### config.mk
export PLATFORM = sky130hd
export DESIGN_NAME = enclosure_reply_frame_parser_flat
export DESIGN_NICKNAME = d
export VERILOG_FILES = /design/src/hdl/erfp_pkg.sv /design/src/hdl/erfp_in_if.sv /design/src/hdl/erfp_out_if.sv /design/src/hdl/enclosure_reply_frame_parser.sv /design/src/flat_wrapper.sv
export SDC_FILE = /design/constraint.sdc
export NUM_CORES = 1
export LEC_CHECK = 0
export BUFFER_PORTS_ARGS = -buffer_cell sky130_fd_sc_hd__buf_2
export CORE_MARGIN = 4
export CORE_UTILIZATION = 50
export CTS_CLUSTER_SIZE = 20
export DETAILED_ROUTE_END_ITERATION = 12
export GPL_TIMING_DRIVEN = 0
export HOLD_SLACK_MARGIN = 0.05
export PLACE_DENSITY = 0.71
export SYNTH_ARGS = -nofsm -noshare
export SYNTH_HDL_FRONTEND = slang
export SYNTH_SLANG_ARGS = --single-unit
### constraint.sdc
create_clock -name clk -period 5.1 [get_ports clk]
set_input_delay 0.255 -clock clk [delete_from_list [all_inputs] [get_ports clk]]
set_output_delay 0.255 -clock clk [all_outputs]
set_load 0.05 [all_outputs]
### src/hdl/erfp_pkg.sv
// Shared types, codes and the CRC-8 step for the enclosure reply frame parser.
package erfp_pkg;

	localparam logic [7:0] MARKER_BYTE = 8'h2A;
	localparam logic [7:0] TYPE_DOME   = 8'hB3;
	localparam logic [7:0] TYPE_DEHUM  = 8'hB8;
	localparam logic [7:0] TYPE_ROOF   = 8'hB4;

	localparam logic [2:0] LEN_DOME  = 3'd2;
	localparam logic [2:0] LEN_DEHUM = 3'd1;
	localparam logic [2:0] LEN_ROOF  = 3'd6;
	localparam logic [2:0] LEN_NONE  = 3'd0;

	localparam int PAYLOAD_DEPTH = 6;

	// Frame byte positions
	localparam logic [3:0] POS_HUNT  = 4'd0;
	localparam logic [3:0] POS_TYPE  = 4'd1;
	localparam logic [3:0] POS_ERROR = 4'd2;
	localparam logic [3:0] POS_DATA  = 4'd3;

	localparam logic [1:0] MOTION_OPENING = 2'd1;
	localparam logic [1:0] MOTION_CLOSING = 2'd2;
	localparam logic [7:0] PHASE_MOVING   = 8'd1;
	localparam logic [7:0] PHASE_OPEN     = 8'd2;
	localparam logic [7:0] PHASE_CLOSED   = 8'd3;

	localparam logic [0:0] CFG_POLY  = 1'b0;
	localparam logic [0:0] CFG_START = 1'b1;

	typedef enum logic [2:0] {
		KIND_DOME   = 3'd0,
		KIND_DEHUM  = 3'd1,
		KIND_ROOF   = 3'd2,
		KIND_REJECT = 3'd3,
		KIND_OTHER  = 3'd4
	} frame_kind_t;

	typedef enum logic [2:0] {
		OVR_CLOSED  = 3'd0,
		OVR_OPENING = 3'd1,
		OVR_CLOSING = 3'd2,
		OVR_OPEN    = 3'd3,
		OVR_UNKNOWN = 3'd4
	} overall_state_t;

	// MSB-first CRC-8 over one byte, no final xor
	function automatic logic [7:0] crc8_update(input logic [7:0] crc, input logic [7:0] b,
		input logic [7:0] poly);
		logic [7:0] c;
		c = crc ^ b;
		for (int i = 0; i < 8; i++) begin
			if (c[7]) begin
				c = {c[6:0], 1'b0} ^ poly;
			end else begin
				c = {c[6:0], 1'b0};
			end
		end
		return c;
	endfunction

endpackage

### src/hdl/erfp_in_if.sv
// Input byte channel of the frame parser.
interface erfp_in_if;
	logic       valid;
	logic       ready;
	logic [7:0] rx_byte;

	modport source (output valid, output rx_byte, input ready);
	modport sink (input valid, input rx_byte, output ready);
endinterface

### src/hdl/erfp_out_if.sv
// Result channel of the frame parser.
interface erfp_out_if;
	logic       valid;
	logic       ready;
	logic [2:0] frame_kind;
	logic [2:0] overall_state;
	logic [7:0] dome_code;
	logic [7:0] dome_outcome;
	logic       dehum_channels_on;
	logic       dehum_enclosure_on;
	logic       vent_on;
	logic [7:0] sidewall_word;
	logic [7:0] handrail_word;
	logic [7:0] roof_flags;
	logic [7:0] roof_phase;
	logic       remote_mode;

	modport source (output valid, output frame_kind, output overall_state, output dome_code,
		output dome_outcome, output dehum_channels_on, output dehum_enclosure_on,
		output vent_on, output sidewall_word, output handrail_word, output roof_flags,
		output roof_phase, output remote_mode, input ready);
	modport sink (input valid, input frame_kind, input overall_state, input dome_code,
		input dome_outcome, input dehum_channels_on, input dehum_enclosure_on,
		input vent_on, input sidewall_word, input handrail_word, input roof_flags,
		input roof_phase, input remote_mode, output ready);
endinterface

### src/hdl/enclosure_reply_frame_parser.sv
// Enclosure reply frame parser top level.
//
//   channel  | dir | payload
//   ---------+-----+-------------------------------------------
//   in_ch    | in  | rx_byte, one reply byte per item
//   out_ch   | out | frame_kind plus all kept status fields
//   cfg      | in  | cfg_we / cfg_index / cfg_wdata (poly, start)
//
// One byte per cycle when not stalled: input register, then the CRC and frame logic
// into the state and result registers. A result is registered once its closing byte leaves the input register.
// Bytes that end no frame keep flowing while a result waits; a frame-ending
// byte waits in the input register until the result register is free.
// Reset clears all control and kept status; poly resets to 0x07, start to 0x00.
module enclosure_reply_frame_parser (
	input  logic       clk,
	input  logic       arst_n,
	input  logic       cfg_we,
	input  logic [0:0] cfg_index,
	input  logic [7:0] cfg_wdata,
	erfp_in_if.sink    in_ch,
	erfp_out_if.source out_ch
);

	logic [7:0] poly_q;
	logic [7:0] start_q;

	logic       valid_s1;
	logic [7:0] byte_s1;

	logic [3:0] pos_q;
	logic [7:0] type_q;
	logic [7:0] err_q;
	logic [7:0] crc_q;
	logic [7:0] payload_q [erfp_pkg::PAYLOAD_DEPTH];

	logic [7:0] dome_code_q;
	logic [7:0] dome_outcome_q;
	logic [2:0] dehum_q;
	logic [7:0] sidewall_q;
	logic [7:0] handrail_q;
	logic [7:0] roof_flags_q;
	logic [7:0] roof_phase_q;
	erfp_pkg::overall_state_t overall_q;

	logic                  out_valid_q;
	erfp_pkg::frame_kind_t kind_q;

	// next-state logic
	logic [3:0] pos_d;
	logic [7:0] type_d;
	logic [7:0] err_d;
	logic [7:0] crc_d;
	logic [7:0] crc_new;
	logic [2:0] idx;
	logic [2:0] plen;
	logic       wr_en;
	logic       has_res;
	erfp_pkg::frame_kind_t kind_d;
	logic       upd_dome;
	logic       upd_dehum;
	logic       upd_roof;
	erfp_pkg::overall_state_t overall_d;
	logic [1:0] motion;
	logic       out_free;
	logic       go;

	assign out_free = !out_valid_q || out_ch.ready;
	assign go = valid_s1 && (!has_res || out_free);
	assign in_ch.ready = !valid_s1 || go;

	assign crc_new = erfp_pkg::crc8_update((pos_q == erfp_pkg::POS_HUNT) ? start_q : crc_q,
		byte_s1, poly_q);
	assign idx = pos_q[2:0] - erfp_pkg::POS_DATA[2:0];

	always_comb begin
		case (type_q)
			erfp_pkg::TYPE_DOME:  plen = erfp_pkg::LEN_DOME;
			erfp_pkg::TYPE_DEHUM: plen = erfp_pkg::LEN_DEHUM;
			erfp_pkg::TYPE_ROOF:  plen = erfp_pkg::LEN_ROOF;
			default:              plen = erfp_pkg::LEN_NONE;
		endcase
	end

	always_comb begin
		pos_d = pos_q;
		type_d = type_q;
		err_d = err_q;
		crc_d = crc_q;
		wr_en = 1'b0;
		has_res = 1'b0;
		kind_d = erfp_pkg::KIND_OTHER;
		upd_dome = 1'b0;
		upd_dehum = 1'b0;
		upd_roof = 1'b0;
		case (pos_q)
			erfp_pkg::POS_HUNT: begin
				if (byte_s1 == erfp_pkg::MARKER_BYTE) begin
					pos_d = erfp_pkg::POS_TYPE;
					crc_d = crc_new;
				end
			end
			erfp_pkg::POS_TYPE: begin
				type_d = byte_s1;
				crc_d = crc_new;
				pos_d = erfp_pkg::POS_ERROR;
			end
			erfp_pkg::POS_ERROR: begin
				err_d = byte_s1;
				crc_d = crc_new;
				pos_d = erfp_pkg::POS_DATA;
			end
			default: begin
				if (plen == erfp_pkg::LEN_NONE) begin
					pos_d = erfp_pkg::POS_HUNT;
					has_res = 1'b1;
					kind_d = erfp_pkg::KIND_OTHER;
				end else if (idx < plen) begin
					wr_en = 1'b1;
					crc_d = crc_new;
					pos_d = pos_q + 4'd1;
				end else begin
					// CRC byte closes the frame
					pos_d = erfp_pkg::POS_HUNT;
					has_res = 1'b1;
					if (byte_s1 != crc_q || err_q != 8'd0) begin
						kind_d = erfp_pkg::KIND_REJECT;
					end else if (type_q == erfp_pkg::TYPE_DOME) begin
						kind_d = erfp_pkg::KIND_DOME;
						upd_dome = 1'b1;
					end else if (type_q == erfp_pkg::TYPE_DEHUM) begin
						kind_d = erfp_pkg::KIND_DEHUM;
						upd_dehum = 1'b1;
					end else begin
						kind_d = erfp_pkg::KIND_ROOF;
						upd_roof = 1'b1;
					end
				end
			end
		endcase
	end

	// overall state from the new roof bytes and the dome code held before
	assign motion = payload_q[1][2:1];
	always_comb begin
		if ((payload_q[2] == erfp_pkg::PHASE_MOVING && motion == erfp_pkg::MOTION_OPENING) ||
			(dome_code_q inside {8'd2, 8'd4, 8'd7, 8'd8, 8'd11, 8'd13})) begin
			overall_d = erfp_pkg::OVR_OPENING;
		end else if ((payload_q[2] == erfp_pkg::PHASE_MOVING &&
			motion == erfp_pkg::MOTION_CLOSING) ||
			(dome_code_q inside {8'd3, 8'd5, 8'd6, 8'd9, 8'd10, 8'd12, 8'd14})) begin
			overall_d = erfp_pkg::OVR_CLOSING;
		end else if (payload_q[2] == erfp_pkg::PHASE_OPEN) begin
			overall_d = erfp_pkg::OVR_OPEN;
		end else if (payload_q[2] == erfp_pkg::PHASE_CLOSED) begin
			overall_d = erfp_pkg::OVR_CLOSED;
		end else begin
			overall_d = erfp_pkg::OVR_UNKNOWN;
		end
	end

	always_ff @(posedge clk or negedge arst_n) begin
		if (!arst_n) begin
			poly_q <= 8'h07;
			start_q <= 8'h00;
		end else if (cfg_we) begin
			case (cfg_index)
				erfp_pkg::CFG_POLY:  poly_q <= cfg_wdata;
				erfp_pkg::CFG_START: start_q <= cfg_wdata;
				default: ;
			endcase
		end
	end

	always_ff @(posedge clk or negedge arst_n) begin
		if (!arst_n) begin
			valid_s1 <= 1'b0;
		end else if (in_ch.ready) begin
			valid_s1 <= in_ch.valid;
		end
	end

	always_ff @(posedge clk) begin
		if (in_ch.ready && in_ch.valid) begin
			byte_s1 <= in_ch.rx_byte;
		end
	end

	always_ff @(posedge clk or negedge arst_n) begin
		if (!arst_n) begin
			pos_q <= erfp_pkg::POS_HUNT;
			type_q <= 8'd0;
			err_q <= 8'd0;
			crc_q <= 8'd0;
			dome_code_q <= 8'd0;
			dome_outcome_q <= 8'd0;
			dehum_q <= 3'd0;
			sidewall_q <= 8'd0;
			handrail_q <= 8'd0;
			roof_flags_q <= 8'd0;
			roof_phase_q <= 8'd0;
			overall_q <= erfp_pkg::OVR_CLOSED;
		end else if (go) begin
			pos_q <= pos_d;
			type_q <= type_d;
			err_q <= err_d;
			crc_q <= crc_d;
			if (upd_dome) begin
				dome_code_q <= payload_q[0];
				dome_outcome_q <= payload_q[1];
			end
			if (upd_dehum) begin
				dehum_q <= payload_q[0][2:0];
			end
			if (upd_roof) begin
				roof_flags_q <= payload_q[1];
				roof_phase_q <= payload_q[2];
				sidewall_q <= payload_q[4];
				handrail_q <= payload_q[5];
				overall_q <= overall_d;
			end
		end
	end

	always_ff @(posedge clk) begin
		if (go && wr_en) begin
			payload_q[idx] <= byte_s1;
		end
	end

	// kept status only changes together with a new result, so it drives the result directly
	always_ff @(posedge clk or negedge arst_n) begin
		if (!arst_n) begin
			out_valid_q <= 1'b0;
			kind_q <= erfp_pkg::KIND_DOME;
		end else begin
			if (out_free) begin
				out_valid_q <= go && has_res;
			end
			if (go && has_res) begin
				kind_q <= kind_d;
			end
		end
	end

	assign out_ch.valid = out_valid_q;
	assign out_ch.frame_kind = kind_q;
	assign out_ch.overall_state = overall_q;
	assign out_ch.dome_code = dome_code_q;
	assign out_ch.dome_outcome = dome_outcome_q;
	assign out_ch.dehum_channels_on = dehum_q[0];
	assign out_ch.dehum_enclosure_on = dehum_q[1];
	assign out_ch.vent_on = dehum_q[2];
	assign out_ch.sidewall_word = sidewall_q;
	assign out_ch.handrail_word = handrail_q;
	assign out_ch.roof_flags = roof_flags_q;
	assign out_ch.roof_phase = roof_phase_q;
	assign out_ch.remote_mode = roof_flags_q[0];

endmodule
### src/flat_wrapper.sv
// flat-port wrapper written by rule: the top's interface ports become plain ports
module enclosure_reply_frame_parser_flat 
  (clk, arst_n, cfg_we, cfg_index, cfg_wdata, in_ch_valid, in_ch_rx_byte, in_ch_ready, out_ch_valid, out_ch_frame_kind, out_ch_overall_state, out_ch_dome_code, out_ch_dome_outcome, out_ch_dehum_channels_on, out_ch_dehum_enclosure_on, out_ch_vent_on, out_ch_sidewall_word, out_ch_handrail_word, out_ch_roof_flags, out_ch_roof_phase, out_ch_remote_mode, out_ch_ready);
  erfp_in_if in_ch_i ();
  erfp_out_if out_ch_i ();
  input  logic clk;
  input  logic arst_n;
  input  logic cfg_we;
  input  logic [0:0] cfg_index;
  input  logic [7:0] cfg_wdata;
  input wire logic [$bits(in_ch_i.valid)-1:0] in_ch_valid;
  input wire logic [$bits(in_ch_i.rx_byte)-1:0] in_ch_rx_byte;
  output wire logic [$bits(in_ch_i.ready)-1:0] in_ch_ready;
  output wire logic [$bits(out_ch_i.valid)-1:0] out_ch_valid;
  output wire logic [$bits(out_ch_i.frame_kind)-1:0] out_ch_frame_kind;
  output wire logic [$bits(out_ch_i.overall_state)-1:0] out_ch_overall_state;
  output wire logic [$bits(out_ch_i.dome_code)-1:0] out_ch_dome_code;
  output wire logic [$bits(out_ch_i.dome_outcome)-1:0] out_ch_dome_outcome;
  output wire logic [$bits(out_ch_i.dehum_channels_on)-1:0] out_ch_dehum_channels_on;
  output wire logic [$bits(out_ch_i.dehum_enclosure_on)-1:0] out_ch_dehum_enclosure_on;
  output wire logic [$bits(out_ch_i.vent_on)-1:0] out_ch_vent_on;
  output wire logic [$bits(out_ch_i.sidewall_word)-1:0] out_ch_sidewall_word;
  output wire logic [$bits(out_ch_i.handrail_word)-1:0] out_ch_handrail_word;
  output wire logic [$bits(out_ch_i.roof_flags)-1:0] out_ch_roof_flags;
  output wire logic [$bits(out_ch_i.roof_phase)-1:0] out_ch_roof_phase;
  output wire logic [$bits(out_ch_i.remote_mode)-1:0] out_ch_remote_mode;
  input wire logic [$bits(out_ch_i.ready)-1:0] out_ch_ready;
  assign in_ch_i.valid = in_ch_valid;
  assign in_ch_i.rx_byte = in_ch_rx_byte;
  assign in_ch_ready = in_ch_i.ready;
  assign out_ch_valid = out_ch_i.valid;
  assign out_ch_frame_kind = out_ch_i.frame_kind;
  assign out_ch_overall_state = out_ch_i.overall_state;
  assign out_ch_dome_code = out_ch_i.dome_code;
  assign out_ch_dome_outcome = out_ch_i.dome_outcome;
  assign out_ch_dehum_channels_on = out_ch_i.dehum_channels_on;
  assign out_ch_dehum_enclosure_on = out_ch_i.dehum_enclosure_on;
  assign out_ch_vent_on = out_ch_i.vent_on;
  assign out_ch_sidewall_word = out_ch_i.sidewall_word;
  assign out_ch_handrail_word = out_ch_i.handrail_word;
  assign out_ch_roof_flags = out_ch_i.roof_flags;
  assign out_ch_roof_phase = out_ch_i.roof_phase;
  assign out_ch_remote_mode = out_ch_i.remote_mode;
  assign out_ch_i.ready = out_ch_ready;
  enclosure_reply_frame_parser u_core (.clk(clk), .arst_n(arst_n), .cfg_we(cfg_we), .cfg_index(cfg_index), .cfg_wdata(cfg_wdata), .in_ch(in_ch_i), .out_ch(out_ch_i));
endmodule
[After elaboration in Yosys (flattened, before gate mapping)]
Memory sizes are Yosys's and may differ from the RTL's. A register that Yosys moved wholly into a read port is not among the register bits.
Cells that the tools add are included.
Storage, ports and cells
  flip-flop bits (word level): 95
  latch bits: 0
  memory bits (writable): 48
  ROM bits: 0
  bits of input ports: 22
  logic and storage cells: 144
  memories kept: 1
Memory list
  u_core.payload_q: words 6, bits a word 8, read ports 5, clocked after Yosys merged registers in 2, wr ports 1, line enclosure_reply_frame_parser.sv:34  | logic [7:0] payload_q [erfp_pkg::PAYLOAD_DEPTH];
Operators by class
  add/sub/neg operators: 2
  multiply operators: 0
  divide/modulo/power cells: 0
  $lt $le $gt $ge: 1
  equal/unequal tests: 27
  shift operators: 0
  multiplexer cells: 53
  bitwise logic cells: 10
  reductions and logical operators: 34
Operators with widths (count)
  two-way mux 8 bit: 12
  XOR 8 bit: 9
  == test 8 x 4 -> 1 bit (second input constant): 7
  == test 8 x 2 -> 1 bit (second input constant): 4
  == test 8 x 3 -> 1 bit (second input constant): 4
  two-way mux 3 bit: 9
  two-way mux 1 bit: 25
  == test 8 bit (second input constant): 3
  one-hot mux 8 bit (2 select lines): 1
  AND reduction 2 bit: 8
  two-way mux 4 bit: 3
  one-hot mux 4 bit (3 select lines): 1
  one-hot mux 3 bit (3 select lines): 1
  == test 8 x 1 -> 1 bit (second input constant): 1
  == test 8 x 6 -> 1 bit (second input constant): 1
  inequality test 8 bit: 1
  nonzero test 8 bit: 1
  nonzero test 7 bit: 1
  logical AND 1 bit: 6
  logical OR 1 bit: 6
  nonzero test 6 bit: 1
  logical NOT 1 bit: 5
  adder 4 x 1 -> 4 bit (second input constant): 1
  == test 4 x 1 -> 1 bit (second input constant): 1
  other kinds (15): 15

[Logic depth before layout (Yosys ltp)]
  word-level depth: 22
  gate-level depth with buffers: 21
  gate-level depth less buffers: 16

[Worst setup path after synthesis]
Ideal clock, no wire load.
  path type: flip-flop to flip-flop
  start: reg u_core.pos_q[0]
  end: reg u_core.crc_q[5]
  arrival time: 4.440 ns
  required time: 4.975 ns
  setup slack: 0.535 ns
  stages on the path, launching flop included: 19
  period minus slack after synthesis: 4.565 ns
  path through: dfrtp_1 inv_1 ha_1 or3b_1 buf_6 mux2i_2 xor2_2 or4_4 a221oi_4 a211o_4 and2_4 buf_6 nand4_1 a2111o_1 and4_4 buf_6 o21ai_1 xnor3_1 mux2_2
Between the ends
  cells in the longest elaborated chain, start to end: 21
RTL lines
  from (decl): line enclosure_reply_frame_parser.sv:30  | logic [3:0] pos_q;
  from (signal assigned): line enclosure_reply_frame_parser.sv:190  | pos_q <= erfp_pkg::POS_HUNT;
  from (signal assigned): line enclosure_reply_frame_parser.sv:203  | pos_q <= pos_d;
  logical NOT 4 bit: line enclosure_reply_frame_parser.sv:71, enclosure_reply_frame_parser.sv:95
  two-way mux 8 bit: line enclosure_reply_frame_parser.sv:71  | assign crc_new = erfp_pkg::crc8_update((pos_q == erfp_pkg::POS_HUNT) ? start_q : crc_q,
  XOR 8 bit: line erfp_pkg.sv:51  | c = crc ^ b;
  XOR 8 bit: line erfp_pkg.sv:54  | c = {c[6:0], 1'b0} ^ poly;
  two-way mux 8 bit: line erfp_pkg.sv:53  | if (c[7]) begin
  XOR 8 bit: line erfp_pkg.sv:54
  two-way mux 8 bit: line erfp_pkg.sv:53
  two-way mux 8 bit / XOR 8 bit (equally long branches): line erfp_pkg.sv:53, erfp_pkg.sv:54
  [... 5 more ...]
  two-way mux 8 bit / XOR 8 bit (equally long branches): line erfp_pkg.sv:53, erfp_pkg.sv:54
  XOR 8 bit / two-way mux 8 bit (equally long branches): line erfp_pkg.sv:54, erfp_pkg.sv:53
  two-way mux 8 bit / XOR 8 bit (equally long branches): line erfp_pkg.sv:53, erfp_pkg.sv:54
  XOR 8 bit / two-way mux 8 bit (equally long branches): line erfp_pkg.sv:54, erfp_pkg.sv:53
  two-way mux 8 bit: line erfp_pkg.sv:53
  two-way mux 8 bit: line enclosure_reply_frame_parser.sv:117  | end else if (idx < plen) begin
  two-way mux 8 bit: line enclosure_reply_frame_parser.sv:113  | if (plen == erfp_pkg::LEN_NONE) begin
  one-hot mux 8 bit (2 select lines): line enclosure_reply_frame_parser.sv:95  | case (pos_q)
  to (signal assigned): line enclosure_reply_frame_parser.sv:206  | crc_q <= crc_d;
  to (decl): line enclosure_reply_frame_parser.sv:33  | logic [7:0] crc_q;
Parallel ways exist; a longest one is shown, timed or not. The select of a mux whose other input is x is not followed.
A chain may end at the register's enable or synchronous reset.

[Worst setup path in the final report]
  start: reg u_core.pos_q[0]
  end: reg u_core.crc_q[7]
Between the ends
  cells in the longest elaborated chain, start to end: 21
RTL lines (line)
  logical NOT 4 bit: enclosure_reply_frame_parser.sv:71, enclosure_reply_frame_parser.sv:95
  two-way mux 8 bit: enclosure_reply_frame_parser.sv:71
  XOR 8 bit: erfp_pkg.sv:51
  two-way mux 8 bit / XOR 8 bit (equally long branches): erfp_pkg.sv:53, erfp_pkg.sv:54
  XOR 8 bit / two-way mux 8 bit (equally long branches): erfp_pkg.sv:54, erfp_pkg.sv:53
  two-way mux 8 bit / XOR 8 bit (equally long branches): erfp_pkg.sv:53, erfp_pkg.sv:54
  XOR 8 bit / two-way mux 8 bit (equally long branches): erfp_pkg.sv:54, erfp_pkg.sv:53
  two-way mux 8 bit / XOR 8 bit (equally long branches): erfp_pkg.sv:53, erfp_pkg.sv:54
  [... 5 more ...]
  two-way mux 8 bit / XOR 8 bit (equally long branches): erfp_pkg.sv:53, erfp_pkg.sv:54
  XOR 8 bit / two-way mux 8 bit (equally long branches): erfp_pkg.sv:54, erfp_pkg.sv:53
  two-way mux 8 bit / XOR 8 bit (equally long branches): erfp_pkg.sv:53, erfp_pkg.sv:54
  XOR 8 bit / two-way mux 8 bit (equally long branches): erfp_pkg.sv:54, erfp_pkg.sv:53
  two-way mux 8 bit: erfp_pkg.sv:53
  two-way mux 8 bit: enclosure_reply_frame_parser.sv:117
  two-way mux 8 bit: enclosure_reply_frame_parser.sv:113
  one-hot mux 8 bit (2 select lines): enclosure_reply_frame_parser.sv:95
Parallel ways exist; a longest one is shown, timed or not. The select of a mux whose other input is x is not followed.

==> results.cfg <==
[finish]
areaGrowthSynthToFinish_pct = 19.91
n_antenna_cell = 0
drive_above_1_share_pct = 34.02
fill_cells = 1219
nets = 838
top_register = u_core.payload_q
largest_reg_flops = 40
stdcell_count = 1034

[sta]
final_max_slew_viol_count = 0
setup_viol = 0
layout_min_cycle_time_ps = 5013
finalSetupTns_ps = 0
whs_ps = 65.77
rsz0062_at_grt = true
relSlewSlack_pct = 13.95
max_freq_mhz = 199.5
fin_crit_sh_pct = 98.30
tightest_slew_ps = 1281
hold_violations = 0
clock_skew_ps = 6.870

[pwr]
seqPwrFrac_pct = 23.1
ir_drop_uv = 402.0
power_density_nw_per_um2 = 694.2
switchingPower_mw = 2.759
p_leak_nw = 4.169
p_int_mw = 3.905
switching_share_pct = 41.40
pwr-share-comb_pct = 58.8
clkPwrFrac_pct = 18.1

[routing]
routed_via_density = 6.001
num_vias = 6205
drcViolationCount = 0
wl_mm = 20.55
drtPass1Iterations = 8
drtIter0Drc = 608
wire_per_inst_um = 19.87
antenna_left = 0

[clock_network]
cts.sinks = 151
clock_latency_ps = 420
htreeDepth = 4
cts_tree = yes
cts_buffers = 17
cts.clk_slew.worst_paths_ps = 60
root_buffer = clkbuf_16
clock_path_buffers = 2

[worst_setup_path]
crit-reg2reg-launch = u_core.pos_q[0]
reg2reg_depth = 21
cp-start-kind = register
critPathRequiredTime_ps = 5400
worstSetupPathType = reg2reg
cp.arrival_ps = 5320
crit_path_end_kind = register
critPathMaxFanout = 10
r2r_slack_ps = 90
reg2reg_to = u_core.crc_q[7]

[flow_run]
drv_cap = 0

[global_route]
grt_max_degree = 74
grt_pass1_vias = 6049
grt-ovfl-total = 0
track_usage_pct = 22.78
grt_pass1_wl_mm = 32.34
antenna_found_initial = 0

[synthesis]
synth-seq-cells = 151
yosysTopAreaCellShare_pct = 31.26
yosys_warnings = 0
yosys.cell_types.count = 87
synth.most_common_cell = dfrtp_1
yosys-top-cells-count = dfrtp_1, mux2_2, nand2_1, edfxtp_1, o21ai_0
synth_area_leaders = dfrtp_1, edfxtp_1, mux2_2
seq_area_frac_synth_pct = 50.25
yosysTopAreaCell = dfrtp_1
syn_area_per_cell_um2 = 11.57
syn-cell-area_um2 = 8005
ys.flop_type = dfrtp_1
netlist_instances = 692
syn_nets = 720
async_flop_share_pct = 68.21
synth-edff-count = 48

[hold_path]
hold-path-endpoint = u_core.valid_s1
whs_path_depth = 2
worstHoldPathType = in2reg
hold_start = in_ch_valid

[floorplan]
fp.dieArea_um2 = 18100
fp.coreArea_um2 = 15430
initial_core_util_pct = 51.89
io_pins = 82
die_x_um = 134.5
rows = 45
die_y_um = 134.5

[placement]
dp_hpwl_mm = 14.16
dp.cells = 987
portBuffers = 81
gp_congestion = 0.9157

[outcome]
status = finished, final reports clean
## routing by layer
metal	vias to the layer above	part of all wire (%)	GRT usage (%)
met1	3079	44	31.91
li1	2803	-	-
met3	38	6.9	4.657
met5	-	0	0
met4	0	2.0	7.579
met2	285	47	35.81
## kinds of logic (layout without fill, tap and decap cells)
logic type,after synthesis,count (layout),synth area share (%)
AOI/OAI and AO/OA,140,140,12.44
xor gates and xnor gates,47,47,6.643
DFF,151,151,50.25
buffers and inverters,50,181,3.314
adders and majority gates,6,6,0.9378
muxes,93,93,13.02
and+or+nand+nor,205,205,13.40
## placed cells by master (no fill, tap or decap), drive strengths merged, types with 4 or more instances in the layout
master / Yosys / final
edfxtp: 48 / 48
a31oi: 4 / 4
o21ai: 49 / 49
nor3: 22 / 22
ha: 6 / 6
nand2: 65 / 65
and2: 10 / 10
nand3: 12 / 12
inv: 12 / 21
o31ai: 7 / 7
nor2: 31 / 31
a21oi: 29 / 29
dlygate4sd3: 0 / 10
a311oi: 4 / 4
xor2: 18 / 18
dfrtp: 100 / 100
nor3b: 4 / 4
a211oi: 4 / 4
nor2b: 5 / 5
mux2i: 7 / 7
nand4: 9 / 9
xnor2: 21 / 21
or2: 7 / 7
mux2: 86 / 86
nand2b: 8 / 8
buf: 14 / 104
clkbuf: 24 / 41
nor4: 7 / 7
nand3b: 4 / 4
o211ai: 5 / 5
or4: 4 / 4
xnor3: 6 / 6
a21o: 4 / 4
and3: 5 / 5
## power by group through the flow
stage,clock [mW],combinational (mW),sequential (mW)
final,1.21,3.92,1.54
after global routing,1.28,4.16,1.55
after CTS,1.22,3.68,1.53
after detailed placement,0,3.53,1.55
after global placement,0,3.46,1.54
after floorplan,0,2.80,1.52
## area by class of cell
| cell class | instances | area, um^2 | share of cell area (%) |
|---|---|---|---|
| flip-flops and latches | 151 | 4024 | 41.92 |
| repair buffers | 100 | 595.6 | 6.204 |
| multi-input cells | 491 | 3885 | 40.47 |
| plain buffers | 37 | 219.0 | 2.281 |
| well taps | 211 | 264.0 | 2.750 |
| clock inverters | 14 | 137.6 | 1.434 |
| clock buffers | 18 | 429.2 | 4.471 |
| inverters | 12 | 45.04 | 0.4692 |
## stage by stage
step                      utilization (%)  setup slack (ps)  cell area, um^2  power [mW]
after floorplan                         -             535.0             8005       4.319
after global placement              56.23            -125.8             8675       4.998
after detailed placement            56.60            -192.8             8732       5.078
after CTS                           61.34             5.116             9463       6.437
after global routing                62.22            -32.17             9599       6.998
final                               62.22             86.82             9599       6.664
## worst max-delay path: stages, from the launching register on
cell	delay [ps]
dfrtp_2	470
inv_2	110
ha_2	200
or3b_1	370
buf_6	160
o21ai_4	80
and2_4	170
buf_6	120
buf_12	130
a211oi_4	50
or4_4	580
and2_1	190
buf_6	140
o31ai_4	190
nor3_1	120
or2_4	300
o311a_4	320
and4_4	190
buf_6	130
o21ai_1	120
xnor3_1	460
mux2_2	290
## worst max-delay path by stage
stage	from	endpoint	slack [ps]
4_1_cts	u_core.pos_q[0]	u_core.crc_q[7]	5
3_3_place_gp	u_core.pos_q[0]	u_core.crc_q[5]	-130
3_5_place_dp	u_core.pos_q[0]	u_core.crc_q[7]	-190
6_report	u_core.pos_q[0]	u_core.crc_q[7]	90
5_1_grt	u_core.pos_q[0]	u_core.crc_q[7]	-30
2_1_floorplan	u_core.pos_q[0]	u_core.crc_q[5]	540
## timing repair
item | 4_1_cts | 5_1_grt
resized for setup | 8 | 24
hold endpoints to repair | 39 | 0
endpoints found under the setup margin | 4 | 8
pin swaps | 2 | 5
hold buffers | 10 | 0
setup buffers | 3 | 3
cloned | 0 | 0
No activity file was read; power rests on OpenSTA's default activity.
